==> config.mk <==
export PLATFORM = sky130hd
export DESIGN_NAME = ocm_queue
export DESIGN_NICKNAME = d
export VERILOG_FILES = /design/src/hdl/ocm_pkg.sv /design/src/hdl/ocm_queue.sv
export SDC_FILE = /design/constraint.sdc
export NUM_CORES = 1
export LEC_CHECK = 0
export ABC_AREA = 0
export ABC_CLOCK_PERIOD_IN_PS = 4180
export BUFFER_PORTS_ARGS = -buffer_cell sky130_fd_sc_hd__buf_2
export CORE_MARGIN = 8
export CORE_UTILIZATION = 42
export CTS_CLUSTER_SIZE = 24
export DETAILED_ROUTE_END_ITERATION = 8
export GPL_TIMING_DRIVEN = 0
export HOLD_SLACK_MARGIN = 0.15
export PLACE_DENSITY = 0.73
export SETUP_SLACK_MARGIN = 0.4
export SYNTH_ARGS = -nofsm -noshare
export SYNTH_HDL_FRONTEND = slang
export SYNTH_SLANG_ARGS = --single-unit
export TNS_END_PERCENT = 100
==> constraint.sdc <==
create_clock -name clk -period 4.18 [get_ports clk]
set_input_delay 0.836 -clock clk [delete_from_list [all_inputs] [get_ports clk]]
set_output_delay 0.836 -clock clk [all_outputs]
set_load 0.1 [all_outputs]
==> src/hdl/ocm_pkg.sv <==
// ----------------------------------------------------------------------------
// ocm_pkg
// Shared constants and types of the oscillator capacitance meter.
// ----------------------------------------------------------------------------
package ocm_pkg;

    localparam int WINDOW_DEPTH = 16;
    localparam int WIN_AW       = $clog2(WINDOW_DEPTH);
    localparam int SAMPLE_W     = 32;
    localparam int SUM_W        = SAMPLE_W + WIN_AW;
    localparam int GAIN_W       = 24;
    localparam int WORD_W       = 32;
    localparam int FPROD_W      = SAMPLE_W + 1 + GAIN_W;
    localparam int FSUM_W       = FPROD_W + 1;
    localparam int DEN_W        = 63;
    localparam int QUOT_W       = 50;
    localparam int CNT_W        = $clog2(QUOT_W);
    localparam int HI_W         = QUOT_W - 16;
    localparam int PHI_W        = HI_W + 1 + GAIN_W;
    localparam int PLO_W        = 17 + GAIN_W;
    localparam int CSUM_W       = PHI_W + 2;
    localparam int Q_DEPTH      = 2;
    localparam int Q_AW         = $clog2(Q_DEPTH);
    localparam int CFG_AW       = 3;

    localparam logic [WIN_AW-1:0] SLOT_RESET = WIN_AW'(1 % WINDOW_DEPTH);

    // 1.442695e12 * 2^16
    localparam logic [DEN_W-1:0]  CAP_CONSTANT = 63'd94548459520000000;
    localparam logic [QUOT_W-1:0] RAW_LIMIT    = {1'b1, {(QUOT_W - 1){1'b0}}};

    typedef enum logic [CFG_AW-1:0] {
        REG_FREQ_GAIN      = 3'd0,
        REG_FREQ_OFFSET    = 3'd1,
        REG_RESISTANCE_SUM = 3'd2,
        REG_CAP_GAIN       = 3'd3,
        REG_CAP_OFFSET     = 3'd4
    } cfg_reg_t;

    typedef struct packed {
        logic signed [GAIN_W-1:0] freq_gain;
        logic signed [WORD_W-1:0] freq_offset;
        logic        [WORD_W-1:0] resistance_sum;
        logic signed [GAIN_W-1:0] cap_gain;
        logic signed [WORD_W-1:0] cap_offset;
    } cfg_t;

    typedef struct packed {
        logic signed [WORD_W-1:0] freq;
        logic                     invalid;
    } job_t;

endpackage

==> src/hdl/ocm_queue.sv <==
// ----------------------------------------------------------------------------
// ocm_queue
// Short FIFO of calibrated frequencies between front and back.
// ----------------------------------------------------------------------------
module ocm_queue (
    input  logic          clk,
    input  logic          rst_n,
    input  logic          push_valid,
    output logic          push_ready,
    input  ocm_pkg::job_t push_data,
    output logic          pop_valid,
    input  logic          pop_ready,
    output ocm_pkg::job_t pop_data
);

    ocm_pkg::job_t                data_reg [ocm_pkg::Q_DEPTH];
    logic [ocm_pkg::Q_AW-1:0]     wr_reg;
    logic [ocm_pkg::Q_AW-1:0]     rd_reg;
    logic [ocm_pkg::Q_AW:0]       count_reg;
    logic                         do_push;
    logic                         do_pop;

    assign push_ready = (count_reg < (ocm_pkg::Q_AW + 1)'(ocm_pkg::Q_DEPTH));
    assign pop_valid  = (count_reg != '0);
    assign pop_data   = data_reg[rd_reg];
    assign do_push    = push_valid && push_ready;
    assign do_pop     = pop_valid && pop_ready;

    always_ff @(posedge clk or negedge rst_n)
    begin
        if (!rst_n)
        begin
            wr_reg    <= '0;
            rd_reg    <= '0;
            count_reg <= '0;
        end
        else
        begin
            if (do_push)
            begin
                data_reg[wr_reg] <= push_data;
                wr_reg           <= wr_reg + 1'b1;
            end
            if (do_pop)
            begin
                rd_reg <= rd_reg + 1'b1;
            end
            if (do_push && !do_pop)
            begin
                count_reg <= count_reg + 1'b1;
            end
            else if (do_pop && !do_push)
            begin
                count_reg <= count_reg - 1'b1;
            end
        end
    end

endmodule

* Word-level counts from Yosys, hierarchy flattened *
Memories as Yosys holds them, arrays and structs flattened.
Cells that the tools add are included.
W data, S select, Z words.

operators by class
  add/subtract/negate cells = 4
  multipliers = 0
  div/mod/pow operators = 0
  magnitude comparators = 1
  eq/ne operators = 0
  shifts and indexed selects = 0
  multiplexer cells = 4
  bitwise logic cells = 0
  reductions and logical operators = 9

operators by type and width
  operator               number
  $logic_and A1 B1 Y1    5
  $mux W2                2
  $reduce_bool A2 Y1     2
  $add A1 B1 Y1 const B  2
  $add A2 B1 Y2 const B  1
  $logic_not A1 Y1       2
  $lt A2 B2 Y1 const B   1
  $mux W1                2
  $sub A2 B1 Y2 const B  1

word-level totals
  register bits = 4
  bits in latches = 0
  RAM bits = 66
  bits in read-only memories = 0
  input bits = 37
  memories = 1

memories
  memory    depth  bits a word  rd ports  clocked after Yosys merged registers in  wr ports  RTL line         text
  data_reg  2      33           1         0                                        1         ocm_queue.sv:16  ocm_pkg::job_t data_reg [ocm_pkg::Q_DEPTH];

* Longest topological paths before layout *
Gate-level depths: netlist (run 1).

  depth in word-level cells = 6
  gate-level depth with buffers = 6
  gate-level depth less buffers = 6

* Worst setup path after synthesis (run 1) *
No wires, ideal clock.

  kind = input -> register
  from = in push_valid
  to = mem data_reg[0][0] (netlist bit) (enable)
  arrival time = 2.550 ns
  required time = 3.757 ns
  slack = 1.207 ns
  cell stages on the path = 3
  cell sequence = nor2b_1 > nand2_1 > nor2_1

on the way
  longest elaborated chain between the ends = 4

RTL lines
  item                                       RTL line         text
  start, declared                            ocm_queue.sv:8   input logic push_valid,
  $logic_and A1 B1 Y1                        ocm_queue.sv:26  assign do_push = push_valid && push_ready;
  $mux W1                                    ocm_queue.sv:39  if (do_push)
  $logic_and A1 B1 Y1 (not written as such)  ocm_queue.sv:41  data_reg[wr_reg] <= push_data;
  $mux W1 (not written as such)              ocm_queue.sv:41
  end, declared                              ocm_queue.sv:16

No other way between the ends.

==> results of run 1 <==
layer usage:
layer,vias up,global-route usage,share of wire
li1,638,-,-
met1,623,0.113,0.40
met2,51,0.170,0.49
met3,10,0.0417,0.094
met4,0,0.0605,0.021
met5,-,0,0
cell type report:
cell class | instances | area (sq um)
fillers | 528 | 2880
inverters | 1 | 3.75
clock buffers | 9 | 124
multi-input cells | 46 | 579
flip-flops and latches | 70 | 2080
plain buffers | 4 | 71.3
clock inverters | 7 | 98.8
well taps | 77 | 96.3
repair buffers | 72 | 383
worst max-delay path by stage:
stage / from / endpoint / slack (ns) / cells past startpoint
final: rd_reg$_DFFE_PN0P_ / pop_data[21] / 1.72 / 4
after global routing: rd_reg$_DFFE_PN0P_ / pop_data[10] / 1.65 / 4
after CTS: rd_reg$_DFFE_PN0P_ / pop_data[1] / 1.69 / 4
after detailed placement: push_valid / data_reg[1][18]$_DFFE_PP_ / 1.77 / 3
after global placement: push_valid / data_reg[0][30]$_DFFE_PP_ / 0.24 / 4
after floorplan: push_valid / data_reg[0][0]$_DFFE_PP_ / 1.21 / 3
cell families (layout without fill, tap and decap cells):
family	Yosys count	in the layout	synth area share
fa+ha+maj	1	1	0.00459
mux	33	33	0.176
buf+inv	5	93	0.0275
flops	70	70	0.763
xor+xnor	5	5	0.0161
simple gates	7	7	0.0124
Yosys cell counts:
master | n | area, sq um
xnor2_1 | 3 | 26.3
ha_1 | 1 | 12.5
nor2_1 | 2 | 7.51
dfrtp_1 | 4 | 100
or2_1 | 1 | 6.26
and3_1 | 1 | 6.26
mux2_4 | 29 | 435
edfxtp_1 | 66 | 1980
nor2b_1 | 1 | 6.26
buf_6 | 1 | 11.3
inv_1 | 1 | 3.75
mux2_2 | 4 | 45.0
xor2_1 | 2 | 17.5
buf_12 | 3 | 60.1
nand2_1 | 2 | 7.51
metrics by stage:
stage / utilization / cells / cell area [sq um]
3_3_place_gp: 0.504 / 269 / 3180
2_1_floorplan: - / 121 / 2730
4_1_cts: 0.545 / 286 / 3440
5_1_grt: 0.545 / 286 / 3440
6_report: 0.545 / 286 / 3440
3_5_place_dp: 0.509 / 270 / 3220
==> out/qor.yml, run 1 <==
seq_area_frac_synth: 0.763
clk_pin_slew_worst_paths_ns: 0.07
cts_tree: "yes"
crit_required_ns: 3.34
synthCells: 121
io_buffers: 71
r2r_slack_ns: 2.37
synth_fp_nets: 159
dieWidth_um: 96.6
grt_pass1_vias: 1445
cts-resized-gates: 0
finClkSkew_ns: 0.00862
drive_gt1_frac: 0.608
fin_hold_ws_ns: 0.307
reg2reg_from: "count_reg[1]$_DFFE_PN0P_"
setup_viol: 0
root_buffer: "clkbuf_8"
crit_chain: "buf_6, buf_12, mux2_4, buf_2"
dieArea_sq_um: 9330
avgSynthCellArea_sq_um: 22.5
tns_ns: 0
track_usage: 0.104
final_common_cell: "buf_2"
core_area_sq_um: 6310
fp.dieH_um: 96.6
critical_path_class: "reg2out"
cp_num_buf_inv: 3
wl_mm: 4.60
hold_class: "in2async"
htreeDepth: 3
maxCapViolations: 0
endpoint_kind: "output pin"
rsz0062_at_grt: "no"
gp_congestion: 0.636
antennaDiodeCount: 0
start_util: 0.432
layout.nets: 242
synth_area_sq_um: 2730
post-route-min-period_ns: 2.46
status: "complete, no violations"
critPathLaunchType: "flip-flop"
drv_slew: 0
post_cts_buffers: 0
synth-seq-cells: 70
dr.first_iter.drc_count: 42
clock-sinks: 70
synth_cell_types: 15
cp_max_fo: 10
worst_path_largest_cell_delay_ns: 0.42
crit_arrival_ns: 1.62
r2r-end: "data_reg[1][23]$_DFFE_PP_"
slew-limit-headroom: 0.469
crit_family: "buffers and inverters"
fmax_ghz: 0.407
clk_latency_ns: 0.34
grt_overflow_total: 0
vias: 1322
wl_per_cell_um: 16.1
grt_max_degree: 34
drc: 0
cts.hold.buffers_added: 0
antenna_found_initial: 0
hold_viol_final: 0
finalCritPeriodShare: 0.588
ant_nets: 0
finalWorstSetupSlack_ns: 1.72
cpMaxStageDelayCell: "buf_2"
vias_per_cell: 4.62
rows: 29
grt_pass1_wl_mm: 7.11
yosys_warnings: 0
cts_buffers: 9
clock_path_buffers: 2
dp_slack_ns: 1.77
worst_slew_pin_slew_ns: 0.797
final_cell_mix: "71 x buf_2, 66 x edfxtp_1, 29 x mux2_4, 9 x clkbuf_8"
largest_reg_flops: 66
reg2reg_depth: 2
dp_hpwl_mm: 3.24
pin_count: 72
first_pass_iters: 4
syn_to_final_growth_pct: 26.1
Power of run 1 is not shown: default switching activity piles up to over one toggle a cycle in this logic, so the estimate is an artifact.
==> run 2: changes to the inputs <==
--- a/config.mk
+++ b/config.mk
@@ -6,7 +6,7 @@
 export NUM_CORES = 1
 export LEC_CHECK = 0
 export ABC_AREA = 0
-export ABC_CLOCK_PERIOD_IN_PS = 4180
+export ABC_CLOCK_PERIOD_IN_PS = 2450
 export BUFFER_PORTS_ARGS = -buffer_cell sky130_fd_sc_hd__buf_2
 export CORE_MARGIN = 8
 export CORE_UTILIZATION = 42
==> constraint.sdc (replaced) <==
create_clock -name clk -period 2.45 [get_ports clk]
set_input_delay 0.49 -clock clk [delete_from_list [all_inputs] [get_ports clk]]
set_output_delay 0.49 -clock clk [all_outputs]
set_load 0.1 [all_outputs]
==> run 2 against run 1 <==
- sequential share of layout area down 1.9 points
- non-clock buffer count stayed put
- utilization rose by 1.7 points
- clock skew is 0.0014 ns lower
- clock-buffer cell count is 1 higher
- final area rose by 3.2%
- critical path type unchanged
- critical endpoint is now pop_data[11]
- highest routed layer unchanged
==> out/qor.yml, run 2 (synthesized netlist as in run 1, its figures left out) <==
fp.dieH_um: 96.6
ant_nets: 0
grt_pass1_wl_mm: 7.33
clk_pin_slew_worst_paths_ns: 0.07
critPathLaunchType: "flip-flop"
layout.nets: 243
final_common_cell: "edfxtp_1"
crit_arrival_ns: 1.51
core_area_sq_um: 6310
vias: 1342
drc: 0
post-route-min-period_ns: 2.00
finalWorstSetupSlack_ns: 0.454
antenna_found_initial: 0
dieWidth_um: 96.6
gp_congestion: 0.648
final_cell_mix: "66 x edfxtp_1, 42 x buf_2, 30 x buf_6, 29 x mux2_4, 9 x clkbuf_8"
grt_pass1_vias: 1451
clk_latency_ns: 0.33
cts_buffers: 9
tns_ns: 0
status: "complete, no violations"
cpMaxStageDelayCell: "buf_2"
wl_mm: 5.00
clock_path_buffers: 2
worst_slew_pin_slew_ns: 0.793
start_util: 0.432
cts_tree: "yes"
root_buffer: "clkbuf_8"
first_pass_iters: 4
htreeDepth: 3
pin_count: 72
largest_reg_flops: 66
grt_overflow_total: 0
drive_gt1_frac: 0.586
dieArea_sq_um: 9330
hold_viol_final: 0
slew-limit-headroom: 0.471
hold_class: "in2reg"
track_usage: 0.110
antennaDiodeCount: 0
setup_viol: 0
wl_per_cell_um: 17.4
syn_to_final_growth_pct: 30.0
maxCapViolations: 0
endpoint_kind: "output pin"
drv_slew: 0
critical_path_class: "reg2out"
dr.first_iter.drc_count: 61
dp_slack_ns: 0.272
vias_per_cell: 4.68
grt_max_degree: 34
io_buffers: 71
finClkSkew_ns: 0.00724
crit_required_ns: 1.96
rsz0062_at_grt: "no"
fmax_ghz: 0.501
cp_max_fo: 7
post_cts_buffers: 0
rows: 29
worst_path_largest_cell_delay_ns: 0.42
crit_chain: "buf_6, mux2_2, buf_2"
dp_hpwl_mm: 3.32
finalCritPeriodShare: 0.815
clock-sinks: 70
-- run 2: final timing paths --
| path | from | to | slack, ns | cells after the start |
|---|---|---|---|---|
| worst max register to register | count_reg[1]$_DFFE_PN0P_ | data_reg[1][32]$_DFFE_PP_ | 0.63 | 2 |
| max in group asynchronous | rst_n | rd_reg$_DFFE_PN0P_ | 1.72 | 2 |
| worst min register to register | count_reg[0]$_DFFE_PN0P_ | count_reg[0]$_DFFE_PN0P_ | 0.52 | 1 |
| min in group asynchronous | rst_n | wr_reg$_DFFE_PN0P_ | 0.55 | 2 |
| worst min-delay path | push_data[17] | data_reg[1][17]$_DFFE_PP_ | 0.35 | 1 |
| worst max-delay path | rd_reg$_DFFE_PN0P_ | pop_data[11] | 0.45 | 3 |
-- run 2: through the flow --
stage,std cells,area [sq um],utilization,hold slack [ns]
global route,287,3550,0.562,0.316
CTS,286,3480,0.551,0.327
floorplan,121,2740,-,0.194
finish,287,3550,0.562,0.349
global placement,269,3190,0.505,0.311
detailed placement,269,3190,0.505,0.314
-- run 2: worst max-delay path, delay by kind of cell, from the launching register on --
kind | cells | cell delay (ns)
buffers and inverters | 2 | 0.57
flip-flops | 1 | 0.38
multiplexers | 1 | 0.23
-- run 2: layout make-up --
type                       count  area (sq um)
sequential                    70          2080
buffer                         4          71.3
inverter                       1          3.75
fill                         498          2770
tap                           77          96.3
clock buffer                  10           128
clock inverter                 6          28.8
multi-input combinational     47           591
timing repair buffer          72           547
-- run 2: metal layers --
| metal | up-vias | wire length [um] | track usage |
|---|---|---|---|
| li1 | 634 | - | - |
| met1 | 658 | 1920 | 0.112 |
| met2 | 41 | 2670 | 0.189 |
| met3 | 9 | 297 | 0.0371 |
| met4 | 0 | 112 | 0.0731 |
| met5 | - | 0 | 0 |
-- run 2: what timing repair did --
item	4_1_cts	5_1_grt
hold buffers	1	0
setup endpoints to repair	29	49
gates cloned	0	1
hold endpoints to repair	4	0
resized for setup	42	17
Power of run 2 is left out for the same reason.
